[config.mk]
export PLATFORM = sky130hd
export DESIGN_NAME = dual_pattern_puncturer_flat
export DESIGN_NICKNAME = d
export VERILOG_FILES = /design/src/rtl/dpp_pkg.sv /design/src/rtl/dpp_req_if.sv /design/src/rtl/dpp_rsp_if.sv /design/src/rtl/dpp_csr_if.sv /design/src/rtl/dpp_csr.sv /design/src/rtl/dpp_sched.sv /design/src/rtl/dpp_out_buf.sv /design/src/rtl/dual_pattern_puncturer.sv /design/src/flat_wrapper.sv
export SDC_FILE = /design/constraint.sdc
export NUM_CORES = 1
export LEC_CHECK = 0
export BUFFER_PORTS_ARGS = -buffer_cell sky130_fd_sc_hd__clkbuf_2
export CAP_MARGIN = 15
export CORE_UTILIZATION = 45
export CTS_BUF_LIST = sky130_fd_sc_hd__clkbuf_16
export DETAILED_ROUTE_END_ITERATION = 10
export PLACE_DENSITY = 0.73
export SLEW_MARGIN = 20
export SYNTH_ARGS = -nofsm -noshare
export SYNTH_HDL_FRONTEND = slang
export SYNTH_SLANG_ARGS = --single-unit
[constraint.sdc]
create_clock -name clock -period 10 [get_ports clock]
set_clock_uncertainty 0.15 [all_clocks]
set_input_delay 1 -clock clock [delete_from_list [all_inputs] [get_ports clock]]
set_output_delay 1 -clock clock [all_outputs]
set_load 0.02 [all_outputs]
[src/rtl/dpp_pkg.sv]
// Package of the dual pattern puncturer: field widths, register indexes,
// reset values and the configuration struct. It depends on nothing.
`default_nettype none

package dpp_pkg;

   localparam int unsigned SymbolWidth   = 8;
   localparam int unsigned CsrIndexWidth = 3;
   localparam int unsigned CsrDataWidth  = 64;
   localparam int unsigned BlockLenWidth = 15;
   localparam int unsigned PatLenWidth   = 7;
   localparam int unsigned PatternWidth  = 64;
   localparam int unsigned PatIndexWidth = 6;

   typedef enum logic [CsrIndexWidth-1:0] {
      CSR_BLOCK_LENGTH        = 3'd0,
      CSR_TAIL_LENGTH         = 3'd1,
      CSR_MAIN_PATTERN        = 3'd2,
      CSR_MAIN_PATTERN_LENGTH = 3'd3,
      CSR_TAIL_PATTERN        = 3'd4,
      CSR_TAIL_PATTERN_LENGTH = 3'd5
   } csr_index_type;

   localparam logic [BlockLenWidth-1:0] BlockLengthReset = 15'd64;
   localparam logic [BlockLenWidth-1:0] TailLengthReset  = 15'd0;
   localparam logic [PatternWidth-1:0]  PatternReset     = 64'd1;
   localparam logic [PatLenWidth-1:0]   PatLengthReset   = 7'd1;

   typedef struct packed {
      logic [BlockLenWidth-1:0] block_length;
      logic [BlockLenWidth-1:0] tail_length;
      logic [PatternWidth-1:0]  main_pattern;
      logic [PatLenWidth-1:0]   main_pattern_length;
      logic [PatternWidth-1:0]  tail_pattern;
      logic [PatLenWidth-1:0]   tail_pattern_length;
   } cfg_type;

endpackage

`default_nettype wire

[src/rtl/dpp_req_if.sv]
// Input channel of the dual pattern puncturer: valid, ready and one symbol.
// It depends on dpp_pkg.
`default_nettype none

interface dpp_req_if;
   logic                               valid;
   logic                               ready;
   logic [dpp_pkg::SymbolWidth-1:0]    symbol_in;

   modport source (output valid, output symbol_in, input ready);
   modport sink   (input valid, input symbol_in, output ready);
endinterface

`default_nettype wire

[src/rtl/dpp_rsp_if.sv]
// Result channel of the dual pattern puncturer: valid, ready and one symbol.
// It depends on dpp_pkg.
`default_nettype none

interface dpp_rsp_if;
   logic                               valid;
   logic                               ready;
   logic [dpp_pkg::SymbolWidth-1:0]    symbol_out;

   modport source (output valid, output symbol_out, input ready);
   modport sink   (input valid, input symbol_out, output ready);
endinterface

`default_nettype wire

[src/rtl/dpp_csr_if.sv]
// Configuration write channel of the dual pattern puncturer: valid, ready,
// register index and write data. It depends on dpp_pkg.
`default_nettype none

interface dpp_csr_if;
   logic                                 valid;
   logic                                 ready;
   logic [dpp_pkg::CsrIndexWidth-1:0]    index;
   logic [dpp_pkg::CsrDataWidth-1:0]     data;

   modport source (output valid, output index, output data, input ready);
   modport sink   (input valid, input index, input data, output ready);
endinterface

`default_nettype wire

[src/rtl/dpp_csr.sv]
// Configuration register file of the dual pattern puncturer.
// It depends on dpp_pkg and dpp_csr_if.
`default_nettype none

module dpp_csr (
   input  wire logic         clock,
   input  wire logic         reset,
   dpp_csr_if.sink           csr_if,
   output dpp_pkg::cfg_type  cfg
);

   dpp_pkg::cfg_type cfg_ff;
   dpp_pkg::cfg_type cfg_in;

   assign csr_if.ready = 1'b1;
   assign cfg          = cfg_ff;

   always_comb begin
      cfg_in = cfg_ff;
      if (csr_if.valid) begin
         unique case (csr_if.index)
            dpp_pkg::CSR_BLOCK_LENGTH: begin
               cfg_in.block_length = csr_if.data[dpp_pkg::BlockLenWidth-1:0];
            end
            dpp_pkg::CSR_TAIL_LENGTH: begin
               cfg_in.tail_length = csr_if.data[dpp_pkg::BlockLenWidth-1:0];
            end
            dpp_pkg::CSR_MAIN_PATTERN: begin
               cfg_in.main_pattern = csr_if.data[dpp_pkg::PatternWidth-1:0];
            end
            dpp_pkg::CSR_MAIN_PATTERN_LENGTH: begin
               cfg_in.main_pattern_length = csr_if.data[dpp_pkg::PatLenWidth-1:0];
            end
            dpp_pkg::CSR_TAIL_PATTERN: begin
               cfg_in.tail_pattern = csr_if.data[dpp_pkg::PatternWidth-1:0];
            end
            dpp_pkg::CSR_TAIL_PATTERN_LENGTH: begin
               cfg_in.tail_pattern_length = csr_if.data[dpp_pkg::PatLenWidth-1:0];
            end
            default: begin
               cfg_in = cfg_ff;
            end
         endcase
      end
   end

   always_ff @(posedge clock) begin
      if (reset) begin
         cfg_ff.block_length        <= dpp_pkg::BlockLengthReset;
         cfg_ff.tail_length         <= dpp_pkg::TailLengthReset;
         cfg_ff.main_pattern        <= dpp_pkg::PatternReset;
         cfg_ff.main_pattern_length <= dpp_pkg::PatLengthReset;
         cfg_ff.tail_pattern        <= dpp_pkg::PatternReset;
         cfg_ff.tail_pattern_length <= dpp_pkg::PatLengthReset;
      end else begin
         cfg_ff <= cfg_in;
      end
   end

endmodule

`default_nettype wire

[src/rtl/dpp_sched.sv]
// Block position and pattern index counters with the keep decision.
// It depends on dpp_pkg.
`default_nettype none

module dpp_sched #(
   parameter int unsigned MAX_BLOCK_LEN   = 16384,
   parameter int unsigned MAX_PATTERN_LEN = 64
) (
   input  wire logic              clock,
   input  wire logic              reset,
   input  wire dpp_pkg::cfg_type  cfg,
   input  wire logic              advance,
   output logic                   keep
);

   localparam int unsigned PosWidth = $clog2(MAX_BLOCK_LEN);
   localparam int unsigned IdxWidth = (MAX_PATTERN_LEN > 1) ? $clog2(MAX_PATTERN_LEN) : 1;
   localparam int unsigned SumWidth =
      ((PosWidth > dpp_pkg::BlockLenWidth) ? PosWidth : dpp_pkg::BlockLenWidth) + 1;
   localparam int unsigned LenWidth = dpp_pkg::PatLenWidth + 1;
   localparam logic [SumWidth-1:0] MaxBlock   = SumWidth'(MAX_BLOCK_LEN);
   localparam logic [LenWidth-1:0] MaxPattern = LenWidth'(MAX_PATTERN_LEN);

   logic [PosWidth-1:0] pos_ff, pos_in;
   logic [IdxWidth-1:0] main_idx_ff, main_idx_in;
   logic [IdxWidth-1:0] tail_idx_ff, tail_idx_in;

   logic [SumWidth-1:0] blen;
   logic [SumWidth-1:0] blen_raw;
   logic [LenWidth-1:0] mlen, mlen_raw;
   logic [LenWidth-1:0] tlen, tlen_raw;
   logic [SumWidth-1:0] tail_sum;
   logic [SumWidth-1:0] pos_next;
   logic [LenWidth-1:0] main_next;
   logic [LenWidth-1:0] tail_next;
   logic                in_tail;

   always_comb begin
      blen_raw = SumWidth'(cfg.block_length);
      mlen_raw = LenWidth'(cfg.main_pattern_length);
      tlen_raw = LenWidth'(cfg.tail_pattern_length);

      if (blen_raw == '0) begin
         blen = SumWidth'(1);
      end else if (blen_raw > MaxBlock) begin
         blen = MaxBlock;
      end else begin
         blen = blen_raw;
      end

      if (mlen_raw == '0) begin
         mlen = LenWidth'(1);
      end else if (mlen_raw > MaxPattern) begin
         mlen = MaxPattern;
      end else begin
         mlen = mlen_raw;
      end

      if (tlen_raw == '0) begin
         tlen = LenWidth'(1);
      end else if (tlen_raw > MaxPattern) begin
         tlen = MaxPattern;
      end else begin
         tlen = tlen_raw;
      end

      tail_sum = SumWidth'(pos_ff) + SumWidth'(cfg.tail_length);
      in_tail  = (tail_sum >= blen);

      if (in_tail) begin
         keep = cfg.tail_pattern[dpp_pkg::PatIndexWidth'(tail_idx_ff)];
      end else begin
         keep = cfg.main_pattern[dpp_pkg::PatIndexWidth'(main_idx_ff)];
      end

      pos_next  = SumWidth'(pos_ff) + SumWidth'(1);
      main_next = LenWidth'(main_idx_ff) + LenWidth'(1);
      tail_next = LenWidth'(tail_idx_ff) + LenWidth'(1);

      pos_in      = pos_ff;
      main_idx_in = main_idx_ff;
      tail_idx_in = tail_idx_ff;
      if (advance) begin
         if (pos_next >= blen) begin
            pos_in      = '0;
            main_idx_in = '0;
            tail_idx_in = '0;
         end else begin
            pos_in      = pos_next[PosWidth-1:0];
            main_idx_in = (main_next >= mlen) ? '0 : main_next[IdxWidth-1:0];
            tail_idx_in = (tail_next >= tlen) ? '0 : tail_next[IdxWidth-1:0];
         end
      end
   end

   always_ff @(posedge clock) begin
      if (reset) begin
         pos_ff      <= '0;
         main_idx_ff <= '0;
         tail_idx_ff <= '0;
      end else begin
         pos_ff      <= pos_in;
         main_idx_ff <= main_idx_in;
         tail_idx_ff <= tail_idx_in;
      end
   end

endmodule

`default_nettype wire

[src/rtl/dpp_out_buf.sv]
// Two-entry result buffer, an output register with a skid register behind it.
// It depends on dpp_pkg and dpp_rsp_if.
`default_nettype none

module dpp_out_buf (
   input  wire logic                             clock,
   input  wire logic                             reset,
   input  wire logic                             push,
   input  wire logic [dpp_pkg::SymbolWidth-1:0]  push_data,
   output logic                                  full,
   dpp_rsp_if.source                             rsp_if
);

   logic                            out_valid_ff, out_valid_in;
   logic                            skid_valid_ff, skid_valid_in;
   logic [dpp_pkg::SymbolWidth-1:0] out_data_ff, out_data_in;
   logic [dpp_pkg::SymbolWidth-1:0] skid_data_ff, skid_data_in;
   logic                            pop;

   assign pop               = out_valid_ff && rsp_if.ready;
   assign full              = skid_valid_ff;
   assign rsp_if.valid      = out_valid_ff;
   assign rsp_if.symbol_out = out_data_ff;

   always_comb begin
      out_valid_in  = out_valid_ff;
      skid_valid_in = skid_valid_ff;
      out_data_in   = out_data_ff;
      skid_data_in  = skid_data_ff;
      if (skid_valid_ff) begin
         if (pop) begin
            out_data_in   = skid_data_ff;
            skid_valid_in = 1'b0;
         end
      end else if (push) begin
         if (!out_valid_ff || pop) begin
            out_data_in  = push_data;
            out_valid_in = 1'b1;
         end else begin
            skid_data_in  = push_data;
            skid_valid_in = 1'b1;
         end
      end else if (pop) begin
         out_valid_in = 1'b0;
      end
   end

   always_ff @(posedge clock) begin
      if (reset) begin
         out_valid_ff  <= 1'b0;
         skid_valid_ff <= 1'b0;
      end else begin
         out_valid_ff  <= out_valid_in;
         skid_valid_ff <= skid_valid_in;
      end
      out_data_ff  <= out_data_in;
      skid_data_ff <= skid_data_in;
   end

endmodule

`default_nettype wire

[src/rtl/dual_pattern_puncturer.sv]
// Top level of the dual pattern puncturer.
// It depends on dpp_pkg, the channel interfaces, dpp_csr, dpp_sched and dpp_out_buf.
//
// The block takes one symbol per cycle while input ready is high and keeps or
// drops it by the bit of the main or the tail keep pattern that its position
// within the block selects; a kept symbol goes to the output register, or to
// the skid register while that is held, and leaves from the output register.
// The position and pattern index counters advance on each accepted item. A
// two-entry result buffer lets input items flow while one result waits; input
// ready drops only when both entries are full. Configuration writes are always
// accepted and take effect on the next item.
`default_nettype none

module dual_pattern_puncturer #(
   parameter int unsigned MAX_BLOCK_LEN   = 16384,
   parameter int unsigned MAX_PATTERN_LEN = 64
) (
   input  wire logic  clock,
   input  wire logic  reset,
   dpp_req_if.sink    req_if,
   dpp_rsp_if.source  rsp_if,
   dpp_csr_if.sink    csr_if
);

   dpp_pkg::cfg_type cfg;
   logic             accept;
   logic             keep;
   logic             full;

   assign req_if.ready = !full;
   assign accept       = req_if.valid && !full;

   dpp_csr u_csr (
      .clock  (clock),
      .reset  (reset),
      .csr_if (csr_if),
      .cfg    (cfg)
   );

   dpp_sched #(
      .MAX_BLOCK_LEN   (MAX_BLOCK_LEN),
      .MAX_PATTERN_LEN (MAX_PATTERN_LEN)
   ) u_sched (
      .clock   (clock),
      .reset   (reset),
      .cfg     (cfg),
      .advance (accept),
      .keep    (keep)
   );

   dpp_out_buf u_out_buf (
      .clock     (clock),
      .reset     (reset),
      .push      (accept && keep),
      .push_data (req_if.symbol_in),
      .full      (full),
      .rsp_if    (rsp_if)
   );

endmodule

`default_nettype wire
[src/flat_wrapper.sv]
// flat-port wrapper written by rule: the top's interface ports become plain ports
module dual_pattern_puncturer_flat 
#(
   parameter int unsigned MAX_BLOCK_LEN   = 16384,
   parameter int unsigned MAX_PATTERN_LEN = 64
)
  (clock, reset, req_if_valid, req_if_symbol_in, req_if_ready, rsp_if_valid, rsp_if_symbol_out, rsp_if_ready, csr_if_valid, csr_if_index, csr_if_data, csr_if_ready);
  dpp_req_if req_if_i ();
  dpp_rsp_if rsp_if_i ();
  dpp_csr_if csr_if_i ();
  input  wire logic clock;
  input  wire logic reset;
  input wire logic [$bits(req_if_i.valid)-1:0] req_if_valid;
  input wire logic [$bits(req_if_i.symbol_in)-1:0] req_if_symbol_in;
  output wire logic [$bits(req_if_i.ready)-1:0] req_if_ready;
  output wire logic [$bits(rsp_if_i.valid)-1:0] rsp_if_valid;
  output wire logic [$bits(rsp_if_i.symbol_out)-1:0] rsp_if_symbol_out;
  input wire logic [$bits(rsp_if_i.ready)-1:0] rsp_if_ready;
  input wire logic [$bits(csr_if_i.valid)-1:0] csr_if_valid;
  input wire logic [$bits(csr_if_i.index)-1:0] csr_if_index;
  input wire logic [$bits(csr_if_i.data)-1:0] csr_if_data;
  output wire logic [$bits(csr_if_i.ready)-1:0] csr_if_ready;
  assign req_if_i.valid = req_if_valid;
  assign req_if_i.symbol_in = req_if_symbol_in;
  assign req_if_ready = req_if_i.ready;
  assign rsp_if_valid = rsp_if_i.valid;
  assign rsp_if_symbol_out = rsp_if_i.symbol_out;
  assign rsp_if_i.ready = rsp_if_ready;
  assign csr_if_i.valid = csr_if_valid;
  assign csr_if_i.index = csr_if_index;
  assign csr_if_i.data = csr_if_data;
  assign csr_if_ready = csr_if_i.ready;
  dual_pattern_puncturer #(.MAX_BLOCK_LEN(MAX_BLOCK_LEN), .MAX_PATTERN_LEN(MAX_PATTERN_LEN)) u_core (.clock(clock), .reset(reset), .req_if(req_if_i), .rsp_if(rsp_if_i), .csr_if(csr_if_i));
endmodule
* Word-level counts from Yosys, hierarchy flattened *
Cells that the tools add are included.

storage, ports and cells
  input bits = 80
  flip-flop bits (word level) = 216

cells by class
  equality and inequality tests = 7
  reductions and logical operators = 22
  add/subtract/negate cells = 4
  bitwise gates (word level) = 2
  multiplexer cells = 27
  $lt $le $gt $ge = 9

operator list
  cell                   number
  $mux 8                 4
  $mux 15                2
  $mux 7                 4
  $mux 6                 4
  $add 14x15->16         1
  $ge 15x16->1           1
  $ge 16x16->1           1
  $ge 7x8->1             2
  $add 14x1->15 const B  1
  $gt 15x15->1 const B   1
  $logic_not 15->1       1
  $add 6x1->7 const B    2
  $gt 7x7->1 const B     2
  $logic_not 7->1        2
  $lt 6x7->1 const B     2
  $mux 14                1
  $bmux 1 s6             2
  $reduce_and 2->1       6
  $mux 1                 10
  $reduce_and 3->1       3
  $eq 3x2->1 const B     2
  $eq 3x3->1 const B     2
  $reduce_bool 2->1      3
  $ne 2x1->1 const B     2
  other kinds (6)        10

* Longest topological paths before layout *
Gate-level depths: netlist (run 1).

  depth in word-level cells = 8
  mapped depth = 18

* Hierarchy *
A second synthesis (run 1) with hierarchy kept.

unflattened totals
  cell total of the unflattened synthesis = 1128
  area total of the unflattened synthesis = 11726.2 µm²

by module, submodules not included
  module                  cells each  area each (µm²)  sequential area each (µm²)  times used
  dpp_csr                 639         6975.4           3443.3                      1
  dpp_sched               449         4038.9           520.5                       1
  dpp_out_buf             37          693.2            520.5                       1
  dual_pattern_puncturer  3           18.8             0.0                         1

* Least setup slack after synthesis (run 1) *
Ideal clock, no wire load.

  path kind = register to register
  start point = reg u_core.u_sched.pos_ff[0]
  end point = reg u_core.u_out_buf.skid_data_ff[0] (netlist bit) (enable)
  setup slack = 5.530 ns
  clock period less this slack = 4.470 ns
  buffers on the path = 0
  arrival = 3.925 ns
  stages on the path, launching flop included = 18
  cell sequence = dfxtp_1 ha_1 inv_1 fa_1 nor2b_1 o21a_1 o21ai_0 a21o_1 a21o_1 a21bo_2 o311ai_0 ha_1 a21oi_1 o21ai_0 a211oi_1 o21ai_0 mux2i_4 nor4_1

on the way
  word-level cells in the longest chain between the ends = 5

ends and longest elaborated chain
  element                            RTL line                      RTL
  from (decl)                        dpp_sched.sv:24               logic [PosWidth-1:0] pos_ff, pos_in;
  from (signal assigned)             dpp_sched.sv:102              pos_ff <= pos_in;
  $add 14x15->16                     dpp_sched.sv:67               tail_sum = SumWidth'(pos_ff) + SumWidth'(cfg.tail_length);
  $ge 16x16->1                       dpp_sched.sv:68               in_tail = (tail_sum >= blen);
  $mux 1                             dpp_sched.sv:70               if (in_tail) begin
  $logic_and 1x1->1                  dual_pattern_puncturer.sv:54  .push (accept && keep),
  $reduce_and 3->1 (no source line)  --
  to (signal assigned)               dpp_out_buf.sv:57             skid_data_ff <= skid_data_in;
  to (decl)                          dpp_out_buf.sv:17             logic [dpp_pkg::SymbolWidth-1:0] skid_data_ff, skid_data_in;

No other way between the ends.
A chain may end at the register's enable or synchronous reset.

* Worst setup path in the final report (run 1) *
  start point = reg u_core.u_sched.pos_ff[0]
  end point = reg u_core.u_out_buf.out_data_ff, in the netlist u_core.u_out_buf.rsp_if.symbol_out[7] (enable)

on the way
  word-level cells in the longest chain between the ends = 6

ends and longest elaborated chain
  element                             RTL line                      RTL
  $add 14x15->16                      dpp_sched.sv:67
  $ge 16x16->1                        dpp_sched.sv:68
  $mux 1                              dpp_sched.sv:70
  $logic_and 1x1->1                   dual_pattern_puncturer.sv:54
  $reduce_bool 2->1 (no source line)  --
  $reduce_and 3->1 (no source line)   --
  to (signal assigned)                dpp_out_buf.sv:56             out_data_ff <= out_data_in;
  to (decl)                           dpp_out_buf.sv:16             logic [dpp_pkg::SymbolWidth-1:0] out_data_ff, out_data_in;

No other way between the ends.

==> results of run 1 <==
==> metal layers <==
| layer | track usage | routed length (µm) | vias to the layer above |
|---|---|---|---|
| met5 | 0 | 0 | - |
| met4 | 0.0742 | 702 | 0 |
| met3 | 0.0360 | 1750 | 45 |
| met2 | 0.371 | 12900 | 293 |
| met1 | 0.306 | 12300 | 4361 |
| li1 | - | - | 4569 |
==> placed cells by master (no fill, tap or decap), types with 7 or more instances in the layout <==
cell type / synthesis / final
nand2_1: 386 / 386
dfxtp_1: 200 / 200
clkinv_1: 0 / 8
inv_1: 18 / 22
o211ai_1: 7 / 7
mux4_2: 26 / 26
clkbuf_16: 0 / 23
nand3_1: 25 / 24
xnor2_1: 17 / 17
edfxtp_1: 16 / 16
and3_1: 10 / 9
o21ai_0: 12 / 12
a21oi_1: 199 / 199
nor2_1: 48 / 47
xor2_1: 9 / 9
nand2b_1: 12 / 12
a21o_1: 19 / 19
mux2_2: 10 / 10
a22oi_1: 14 / 14
buf_4: 3 / 12
ha_1: 61 / 61
nor2b_1: 14 / 14
clkbuf_2: 0 / 88
mux2i_1: 21 / 21
==> worst register-to-register path, cell delays in order (launching register included) <==
cell and delay (ns):
dfxtp_1 0.46, ha_1 0.23, inv_1 0.06, fa_1 0.40, nor2b_1 0.12, o21a_1 0.13
o21ai_0 0.14, a21o_1 0.25, a21o_1 0.20, a21bo_2 0.19, o311ai_0 0.09, ha_1 0.31
a21oi_1 0.11, o21ai_0 0.10, a211oi_1 0.20, o21ai_0 0.27, mux2i_4 0.29, o31ai_2 0.61
==> metrics by stage <==
| step | total power, mW | setup WS (ns) |
|---|---|---|
| finish | 1.90 | 5.31 |
| global route | 1.98 | 5.01 |
| CTS | 1.92 | 4.97 |
| detailed placement | 1.10 | 5.02 |
| global placement | 1.10 | 5.14 |
| floorplan | 1.04 | 5.53 |
==> worst paths after layout <==
path                                         startpoint                                         endpoint  slack [ns]  cells after the start
setup / recovery  u_core.u_sched.pos_ff[0]$_SDFFE_PP0P_  u_core.u_out_buf.rsp_if.symbol_out[7]$_DFFE_PP_        5.31                     17
hold / removal       u_core.u_csr.cfg[117]$_SDFFE_PP0P_               u_core.u_csr.cfg[117]$_SDFFE_PP0P_        0.30                      2
setup reg to reg  u_core.u_sched.pos_ff[0]$_SDFFE_PP0P_  u_core.u_out_buf.rsp_if.symbol_out[7]$_DFFE_PP_        5.31                     17
hold reg to reg      u_core.u_csr.cfg[117]$_SDFFE_PP0P_               u_core.u_csr.cfg[117]$_SDFFE_PP0P_        0.30                      2
==> kinds of logic (layout without fill, tap and decap cells) <==
| kind of cell | count (synthesis) | count (layout) | synth area share |
|---|---|---|---|
| AO/OA/AOI/OAI | 295 | 295 | 0.160 |
| XOR/XNOR | 26 | 26 | 0.0211 |
| adder cells (fa/ha/maj) | 62 | 62 | 0.0727 |
| buffers and inverters | 94 | 160 | 0.0357 |
| flip-flops | 216 | 216 | 0.416 |
| multiplexers | 58 | 58 | 0.0864 |
| other | 1 | 2 | 0.000348 |
| AND/OR/NAND/NOR | 536 | 536 | 0.208 |
==> sequential cells by signal, summed over array words and instances, names as in the netlist <==
name	count
u_core.u_csr.cfg	172
u_core.u_out_buf.full	1
u_core.u_out_buf.rsp_if.symbol_out	8
u_core.u_out_buf.rsp_if.valid	1
u_core.u_out_buf.skid_data_ff	8
u_core.u_sched.main_idx_ff	6
u_core.u_sched.pos_ff	14
u_core.u_sched.tail_idx_ff	6
==> area by class of cell <==
cell class                 instances  area (µm²)  area share
antenna                            1        2.50    0.000206
clock buffer                      23         576      0.0474
clock inverter                    18         140      0.0115
inverter                          18        67.6     0.00557
multi-input combinational        978        5930       0.488
sequential                       216        4480       0.369
tap                              319         399      0.0329
timing repair buffer             101         542      0.0446
==> where the power goes <==
| part | switching [mW] | internal, mW |
|---|---|---|
| Combinational | 0.111 | 0.0657 |
| Sequential | 0.0148 | 0.895 |
| Clock | 0.346 | 0.470 |
| Total | 0.471 | 1.43 |
==> run metrics, run 1 <==
H-tree depth 1; Die W about 160 µm; Leak 4.61 nW; clock root buffer clkbuf_16; final core utilization 0.517; cell mode on critical path o21ai_0; dpl cell area ~11000 µm²; post-synthesis sequential area ratio 0.416; final WL approximately 28000 µm; buffer and inverter count on the worst path 1; Post-Syn Area between 10000 and 15000 µm²; CP Class reg2reg; vias in the first global route ~8.6k; Setup crit end kind flip-flop; CTS tree done; EDFF count, synth 16; placed insts about 1.6k; Peak VDD IR roughly 0.15 mV; Slew HR 0.380; ranking of synthesized cells by area dfxtp_1 37%, nand2_1 13%, a21oi_1 9.2%, ha_1 7.1%, mux4_2 5.4%; Vias/cell ~5.5; total CTS buffers 23; Worst EP required 10.00 ns; total grt overflow 0; most frequent cell after synthesis nand2_1; IO Port Bufs between 80 and 90; number of library cell types mapped by synthesis 59; CP peak stage delay slightly above 0.6 ns; Yosys reg bits approximately 220; CP delay by family, top compound AO/OA/AOI/OAI gates; clock tree sinks about 220; Fin. Hold Viols 0; Hold Path Class reg2reg; Final HPWL DP between 15000 and 20000 µm; final setup TNS 0 ns; # IOs 91; 1st-iter DRT viols 709; NumNets Final about 1.5k; fmax about 210 MHz; RSZ-0062 raised after global routing no; status finished, final reports clean; Final Wtd Congestion between 0.8 and 0.9; Initial DRT Pass Iterations 4; Setup Viol. Count Final 0; Syn Inst Count between 1k and 1.5k; antenna violations before repair 0; gr usage total 0.227; worst-path maximum fanout 8; worst slew pin tran approximately 0.93 ns; Net Count, Synth around 1.4k; Worst-Skew Late Latency approximately 0.52 ns; maxcap violations 0; Post-CTS Hold Fix Bufs 0; layout cells sized above 1 0.132; fraction of registers with async set/reset 0; Synth area leader dfxtp_1; wire per inst between 15 and 20 µm; DR DRC count 0; core box area approximately 23000 µm²; vias roughly 9k; worst hold margin about 0.3 ns; clock buffer depth 3; Initial Utilization 0.459; final cell count without fillers about 1.7k; CP Launch Type flip-flop; Syn. warnings 0; fin crit period 4.69 ns; row count 56; Tcrit/Tclk final 0.469; Fillers between 2k and 2.5k; global-route wire length before repair around 44000 µm; Area Overhead vs Synth 12.6%; critical path's slowest cell o31ai_2; final count of pins violating max slew 0; pwr dens ~160 nW/µm²; CP Cell Sequence ha_1 > inv_1 > fa_1 > nor2b_1 > o21a_1 > o21ai_0 > a21o_1 > a21o_1 > a21bo_2 > o311ai_0 > ha_1 > a21oi_1 > o21ai_0 > a211oi_1 > o21ai_0 > mux2i_4 > o31ai_2; Post-synth top cells 386 x nand2_1, 200 x dfxtp_1, 199 x a21oi_1, 64 x clkbuf_1, 61 x ha_1; average size of a mapped cell around 8.4 µm²; die footprint ~25000 µm²; # resized after CTS 0; top_reg_cell synth dfxtp_1; Detail Route Antenna Nets 0; share of the synthesized area in the top cell type 0.371; largest net degree at the start of global routing 120; WP data arrival 4.68 ns; Finished Cell Area roughly 12000 µm²; height of the die between 150 and 200 µm; clock-pin slew on the worst setup and hold paths roughly 0.06 ns; Post-CTS Setup Repair Bufs 0
Power figures use the tool's default switching activity.
==> inputs of run 2 (changes only) <==
ABC_AREA = 1   (was not set)
PLACE_DENSITY = 0.75   (was 0.73)
clock period = 4.1 ns   (was 10 ns; I/O delays follow)
==> run 2 against run 1 <==
  * Area after synthesis grew 4.2%
  * Die area grew 4.2%
  * Cell count grew 22%
  * Combinational power grew to 3.0 times the previous value
  * Count of clock-buffer cells in the layout grew 1
  * Synthesized cell count grew 24%
  * First-iteration DRC count grew 64%
  * Highest routed layer unchanged
==> run metrics, run 2 <==
clock-pin slew on the worst setup and hold paths 0.06 ns; ranking of synthesized cells by area dfxtp_1 36%, nor2_1 12%, nand2_1 9.6%, o21ai_0 7.9%, nand3_1 6.9%; row count 57; Post-CTS Setup Repair Bufs 0; core box area approximately 24000 µm²; antenna violations before repair 0; most frequent cell after synthesis nor2_1; status finished, final reports clean; Net Count, Synth ~1.7k; final setup TNS 0 ns; height of the die ~160 µm; vias in the first global route around 10k; Reg area ~4500 µm²; worst slew pin tran roughly 0.90 ns; area of the multi-input gates roughly 6000 µm²; Worst EP required 4.39 ns; Post-Syn Area 11200 µm²; total CTS buffers 24; die footprint 25600 µm²; # IOs 91; wire per inst around 16 µm; Setup crit end kind flip-flop; Fin. Hold Viols 0; DR DRC count 0; commonest cells after routing, fill and taps aside 364 x nor2_1, 286 x nand2_1, 200 x dfxtp_1; fraction of registers with async set/reset 0; final WL between 30000 and 40000 µm; fin crit period approximately 3.7 ns; worst-path maximum fanout 22; R2R Setup Slk 0.43 ns; post-synthesis sequential area ratio 0.399; Hold Path Class in2reg; Syn. warnings 0; CP Launch Type flip-flop; clock root buffer clkbuf_16; IO Port Bufs slightly below 90; Leak roughly 6 nW; clock buffer depth 3; final count of pins violating max slew 0; Final HPWL DP ~20000 µm; number of library cell types mapped by synthesis 43; Slew HR 0.396; RSZ-0062 raised after global routing no; Initial DRT Pass Iterations 6; NumNets Final about 1.8k; global-route wire length before repair approximately 52000 µm; leading cell type in the layout, fill and taps excluded nor2_1; Yosys reg bits approximately 220; vias between 10k and 15k; Peak VDD IR 0.340 mV; average size of a mapped cell 7.05 µm²; total grt overflow 0; Worst-Skew Late Latency roughly 0.54 ns; dpl cell area ~12000 µm²; CTS tree done; Setup Viol. Count Final 0; 1st-iter DRT viols approximately 1.2k; max reg flops approximately 170; Syn Inst Count 1595; Die W around 160 µm; placed insts ~1.9k; maxcap violations 0; share of the synthesized area in the top cell type 0.356; Fillers approximately 2.3k; fmax ~270 MHz; Initial Utilization 0.461; CP Class reg2reg; R2R depth 16; H-tree depth 1; Tcrit/Tclk final 0.894; Final Wtd Congestion roughly 0.9; layout cells sized above 1 0.101; antenna cell count 0; Vias/cell between 5 and 6; pwr dens roughly 360 nW/µm²; WP data arrival just under 4 ns; largest net degree at the start of global routing 122; Area Overhead vs Synth 15.9%; top_reg_cell synth dfxtp_1; Finished Cell Area between 10000 and 15000 µm²; Detail Route Antenna Nets 0; Synth area leader dfxtp_1; Post-synth top cells 366 x nor2_1, 286 x nand2_1, 200 x dfxtp_1, 178 x o21ai_0, 156 x nand3_1; gr usage total 0.249; EDFF count, synth 16; Hold Path Depth 3; clock tree sinks ~220; final cell count without fillers 2034
==> run 2: cell types whose count changed in the layout (fill, tap and decap cells not counted), sizes merged, moves of 14 or more <==
| cell | previous run | this run |
|---|---|---|
| a21o | 19 | 3 |
| a21oi | 199 | 58 |
| dlygate4sd3 | 0 | 53 |
| inv | 23 | 85 |
| mux2i | 22 | 0 |
| mux4 | 26 | 0 |
| nand2 | 386 | 291 |
| nand3 | 25 | 160 |
| nor2 | 48 | 368 |
| nor2b | 14 | 0 |
| o21ai | 14 | 181 |
| xor2 | 9 | 25 |
==> run 2: path summary, 6_finish.rpt <==
check / startpoint / endpoint
max: u_core.u_sched.pos_ff[0]$_SDFFE_PP0P_ / u_core.u_sched.pos_ff[4]$_SDFFE_PP0P_
min: csr_if_data[16] / u_core.u_csr.cfg[23]$_SDFFE_PP0P_
max reg2reg: u_core.u_sched.pos_ff[0]$_SDFFE_PP0P_ / u_core.u_sched.pos_ff[4]$_SDFFE_PP0P_
min reg2reg: u_core.u_csr.cfg[78]$_SDFFE_PP1P_ / u_core.u_csr.cfg[78]$_SDFFE_PP1P_
==> run 2: final cells by class <==
class | instances | share of cell area
Timing Repair Buffer | 158 | 0.0851
Clock inverter | 19 | 0.00759
Inverter | 87 | 0.0263
Multi-Input combinational cell | 1206 | 0.459
Clock buffer | 24 | 0.0461
Tap cell | 324 | 0.0311
Sequential cell | 216 | 0.344
==> run 2: cells by family (layout without fill, tap and decap cells) <==
logic type,Yosys count,after routing,synth area share
AND/OR/NAND/NOR,857,857,0.316
adder cells (fa/ha/maj),62,62,0.0697
XOR/XNOR,30,30,0.0234
AO/OA/AOI/OAI,256,256,0.121
other,1,1,0.000334
flip-flops,216,216,0.399
buffers and inverters,173,288,0.0705
==> run 2: timing repair <==
item                       CTS  global route
hold buffers                53             0
resized for setup            0             1
hold endpoints to repair    91             0
setup endpoints to repair    0             8
==> run 2: routing by layer <==
layer | vias up | global-route usage | part of all wire
li1 | 5424 | - | -
met5 | - | 0 | 0
met2 | 451 | 0.406 | 0.46
met1 | 5161 | 0.339 | 0.44
met3 | 76 | 0.0397 | 0.077
met4 | 0 | 0.0693 | 0.025
==> run 2: power breakdown <==
group | switching (mW) | leakage (nW) | internal [mW]
Clock | 0.882 | 0.355 | 1.06
Combinational | 0.333 | 3.85 | 0.190
Sequential | 0.0491 | 1.77 | 2.20
Total | 1.26 | 5.98 | 3.46
==> run 2: through the flow <==
step	util	worst slack (ns)	hold WS [ns]	power, mW
2_1_floorplan	-	0.520	0.279	2.61
3_3_place_gp	0.483	0.396	0.297	2.76
3_5_place_dp	0.483	0.334	0.297	2.77
4_1_cts	0.534	0.322	0.00161	4.74
5_1_grt	0.534	0.141	0.0102	4.91
6_report	0.534	0.433	0.00981	4.72
==> run 2: worst max-delay path: stages, from the launching register on <==
cell      delay, ns
dfxtp_1        0.34
buf_4          0.15
ha_1           0.19
nand3_1        0.19
nor2_1         0.15
nand2_1        0.08
nor2_1         0.16
nand3_1        0.15
xor2_1         0.23
ha_1           0.27
nand3_1        0.10
inv_1          0.06
a211oi_2       0.28
nand3_1        0.28
inv_2          0.47
nand3_1        0.15
a21oi_1        0.16
==> inputs of run 3 (changes only) <==
PLACE_DENSITY = 0.61   (was 0.75)
==> run 3 against run 2 <==
  * Hold slack better by 0.024 ns
  * Sequential share of layout area down 0.069 points
  * Design area up 0.20%
  * Non-clock buffer count up 5
  * Global-route usage up 1.3 points
  * Cell count up 0.25%
  * Critical path depth up 6
  * Fmax down 0.68%
  * Largest cell class unchanged
==> run metrics, run 3 (synthesized netlist as in run 2, its figures left out) <==
fin crit period 3.69 ns; CP peak stage delay around 0.41 ns; R2R depth 22; antenna violations before repair 0; clock tree sinks 216; Final Wtd Congestion around 0.9; Area Overhead vs Synth 16.1%; vias 10.8k; core box area between 20000 and 25000 µm²; CP Launch Type flip-flop; row count 57; clock buffer depth 3; clock power share 0.409; Die W about 160 µm; total power about 4.7 mW; Vias/cell 5.29; internal power 3.45 mW; # IOs 91; Final HPWL DP 21300 µm; Hold Path Class in2reg; clock-pin slew on the worst setup and hold paths ~0.060 ns; worst hold margin 0.0335 ns; CP Cell Sequence ha_1 > nand2_1 > nand2_1 > a21oi_2 > nand2_2 > nand2_1 > nand3_1 > a21boi_1 > o21bai_1 > xor2_1 > ha_1 > nand2_1 > inv_1 > o21ai_0 > nand2_1 > nor2_1 > nand2_1 > clkinv_1 > nand2_1 > nand2_2 > nand3_4 > a21oi_4; Critical path origin u_core.u_sched.pos_ff[4]$_SDFFE_PP0P_; total CTS buffers 24; largest net degree at the start of global routing between 150 and 200; total grt overflow 0; min-delay src csr_if_data[62]; vias in the first global route 10.2k; 1st-iter DRT viols between 700 and 800; maxcap violations 0; worst-path maximum fanout 8; Leak 6.02 nW; status finished, final reports clean; sw power 1.25 mW; Setup crit end kind flip-flop; Peak VDD IR roughly 0.26 mV; final count of pins violating max slew 0; switching part of the total 0.267; Setup Viol. Count Final 0; wire per inst 16.4 µm; Worst R2R Start u_core.u_sched.pos_ff[4]$_SDFFE_PP0P_; RSZ-0062 raised after global routing no; critical path's slowest cell ha_1; die footprint 25600 µm²; IO Port Bufs between 80 and 90; pwr dens approximately 360 nW/µm²; dpl cell area around 12000 µm²; antenna cell count 0; sequential share of power 0.477; leading cell type in the layout, fill and taps excluded nor2_1; Fillers between 2k and 2.5k; WP data arrival 3.74 ns; CP Class reg2reg; CTS tree done; worst slew pin tran slightly above 1 ns; Tcrit/Tclk final 0.901; Initial DRT Pass Iterations 5; NumNets Final 1840; DR DRC count 0; final setup TNS 0 ns; height of the die roughly 160 µm; Worst-Skew Late Latency ~0.54 ns; Initial Utilization 0.461; commonest cells after routing, fill and taps aside 364 x nor2_1, 286 x nand2_1, 200 x dfxtp_1; Fin. Hold Viols 0; Logic pwr share 0.114; Hold Path Depth 3; gr usage total 0.262; final WL ~33000 µm; layout cells sized above 1 0.0997; clock root buffer clkbuf_16; cell mode on critical path nand2_1; Finished Cell Area between 10000 and 15000 µm²; Post-CTS Setup Repair Bufs 0; global-route wire length before repair roughly 54000 µm; max reg flops between 150 and 200; Detail Route Antenna Nets 0; Slew HR 0.313; fmax about 270 MHz; Worst EP required 4.15 ns; H-tree depth 1
run 3: worst paths after layout:
kind / slack, ns / endpoint
max: 0.41 / u_core.u_out_buf.rsp_if.symbol_out[0]$_DFFE_PP_
min: 0.03 / u_core.u_csr.cfg[69]$_SDFFE_PP0P_
max reg2reg: 0.41 / u_core.u_out_buf.rsp_if.symbol_out[0]$_DFFE_PP_
min reg2reg: 0.32 / u_core.u_csr.cfg[78]$_SDFFE_PP1P_
run 3: metrics by stage:
| step | cells | utilization | setup WS [ns] |
|---|---|---|---|
| 2_1_floorplan | 1595 | - | 0.520 |
| 3_3_place_gp | 1941 | 0.484 | 0.377 |
| 3_5_place_dp | 1941 | 0.484 | 0.298 |
| 4_1_cts | 2039 | 0.535 | 0.275 |
| 5_1_grt | 2039 | 0.535 | 0.103 |
| 6_report | 2039 | 0.535 | 0.408 |
run 3: metal layers:
layer | global-route usage | vias to the layer above | wire length [µm]
met5 | 0 | - | 0
met4 | 0.0714 | 0 | 724
met2 | 0.427 | 294 | 15100
met3 | 0.0249 | 47 | 1670
met1 | 0.369 | 5036 | 15900
li1 | - | 5419 | -
run 3: worst max-delay path: cells and delay by family, from the launching register on:
kind | cells | cell delay, ns
AO/OA/AOI/OAI | 5 | 0.90
buffers and inverters | 2 | 0.09
adder cells (fa/ha/maj) | 2 | 0.71
XOR/XNOR | 1 | 0.16
AND/OR/NAND/NOR | 12 | 1.01
flip-flops | 1 | 0.36
run 3: power by group through the flow:
stage / logic, mW / registers (mW) / clock network, mW
after floorplan: 0.313 / 2.29 / 0
after global placement: 0.485 / 2.29 / 0
after detailed placement: 0.490 / 2.29 / 0
after CTS: 0.533 / 2.24 / 1.97
after global routing: 0.601 / 2.25 / 2.05
final: 0.535 / 2.24 / 1.93
run 3: repair_timing:
| action | 4_1_cts | 5_1_grt |
|---|---|---|
| hold endpoints to repair | 101 | 0 |
| hold buffers | 55 | 0 |
| endpoints found under the setup margin | 0 | 8 |
| resized for setup | 0 | 1 |
run 3: layout make-up:
class,count,area [µm²],area share
clock buffers,24,601,0.0460
inverters,87,338,0.0259
well taps,324,405,0.0311
flip-flops and latches,216,4480,0.344
clock inverters,19,87.6,0.00671
repair buffers,163,1150,0.0882
multi-input cells,1206,5980,0.459
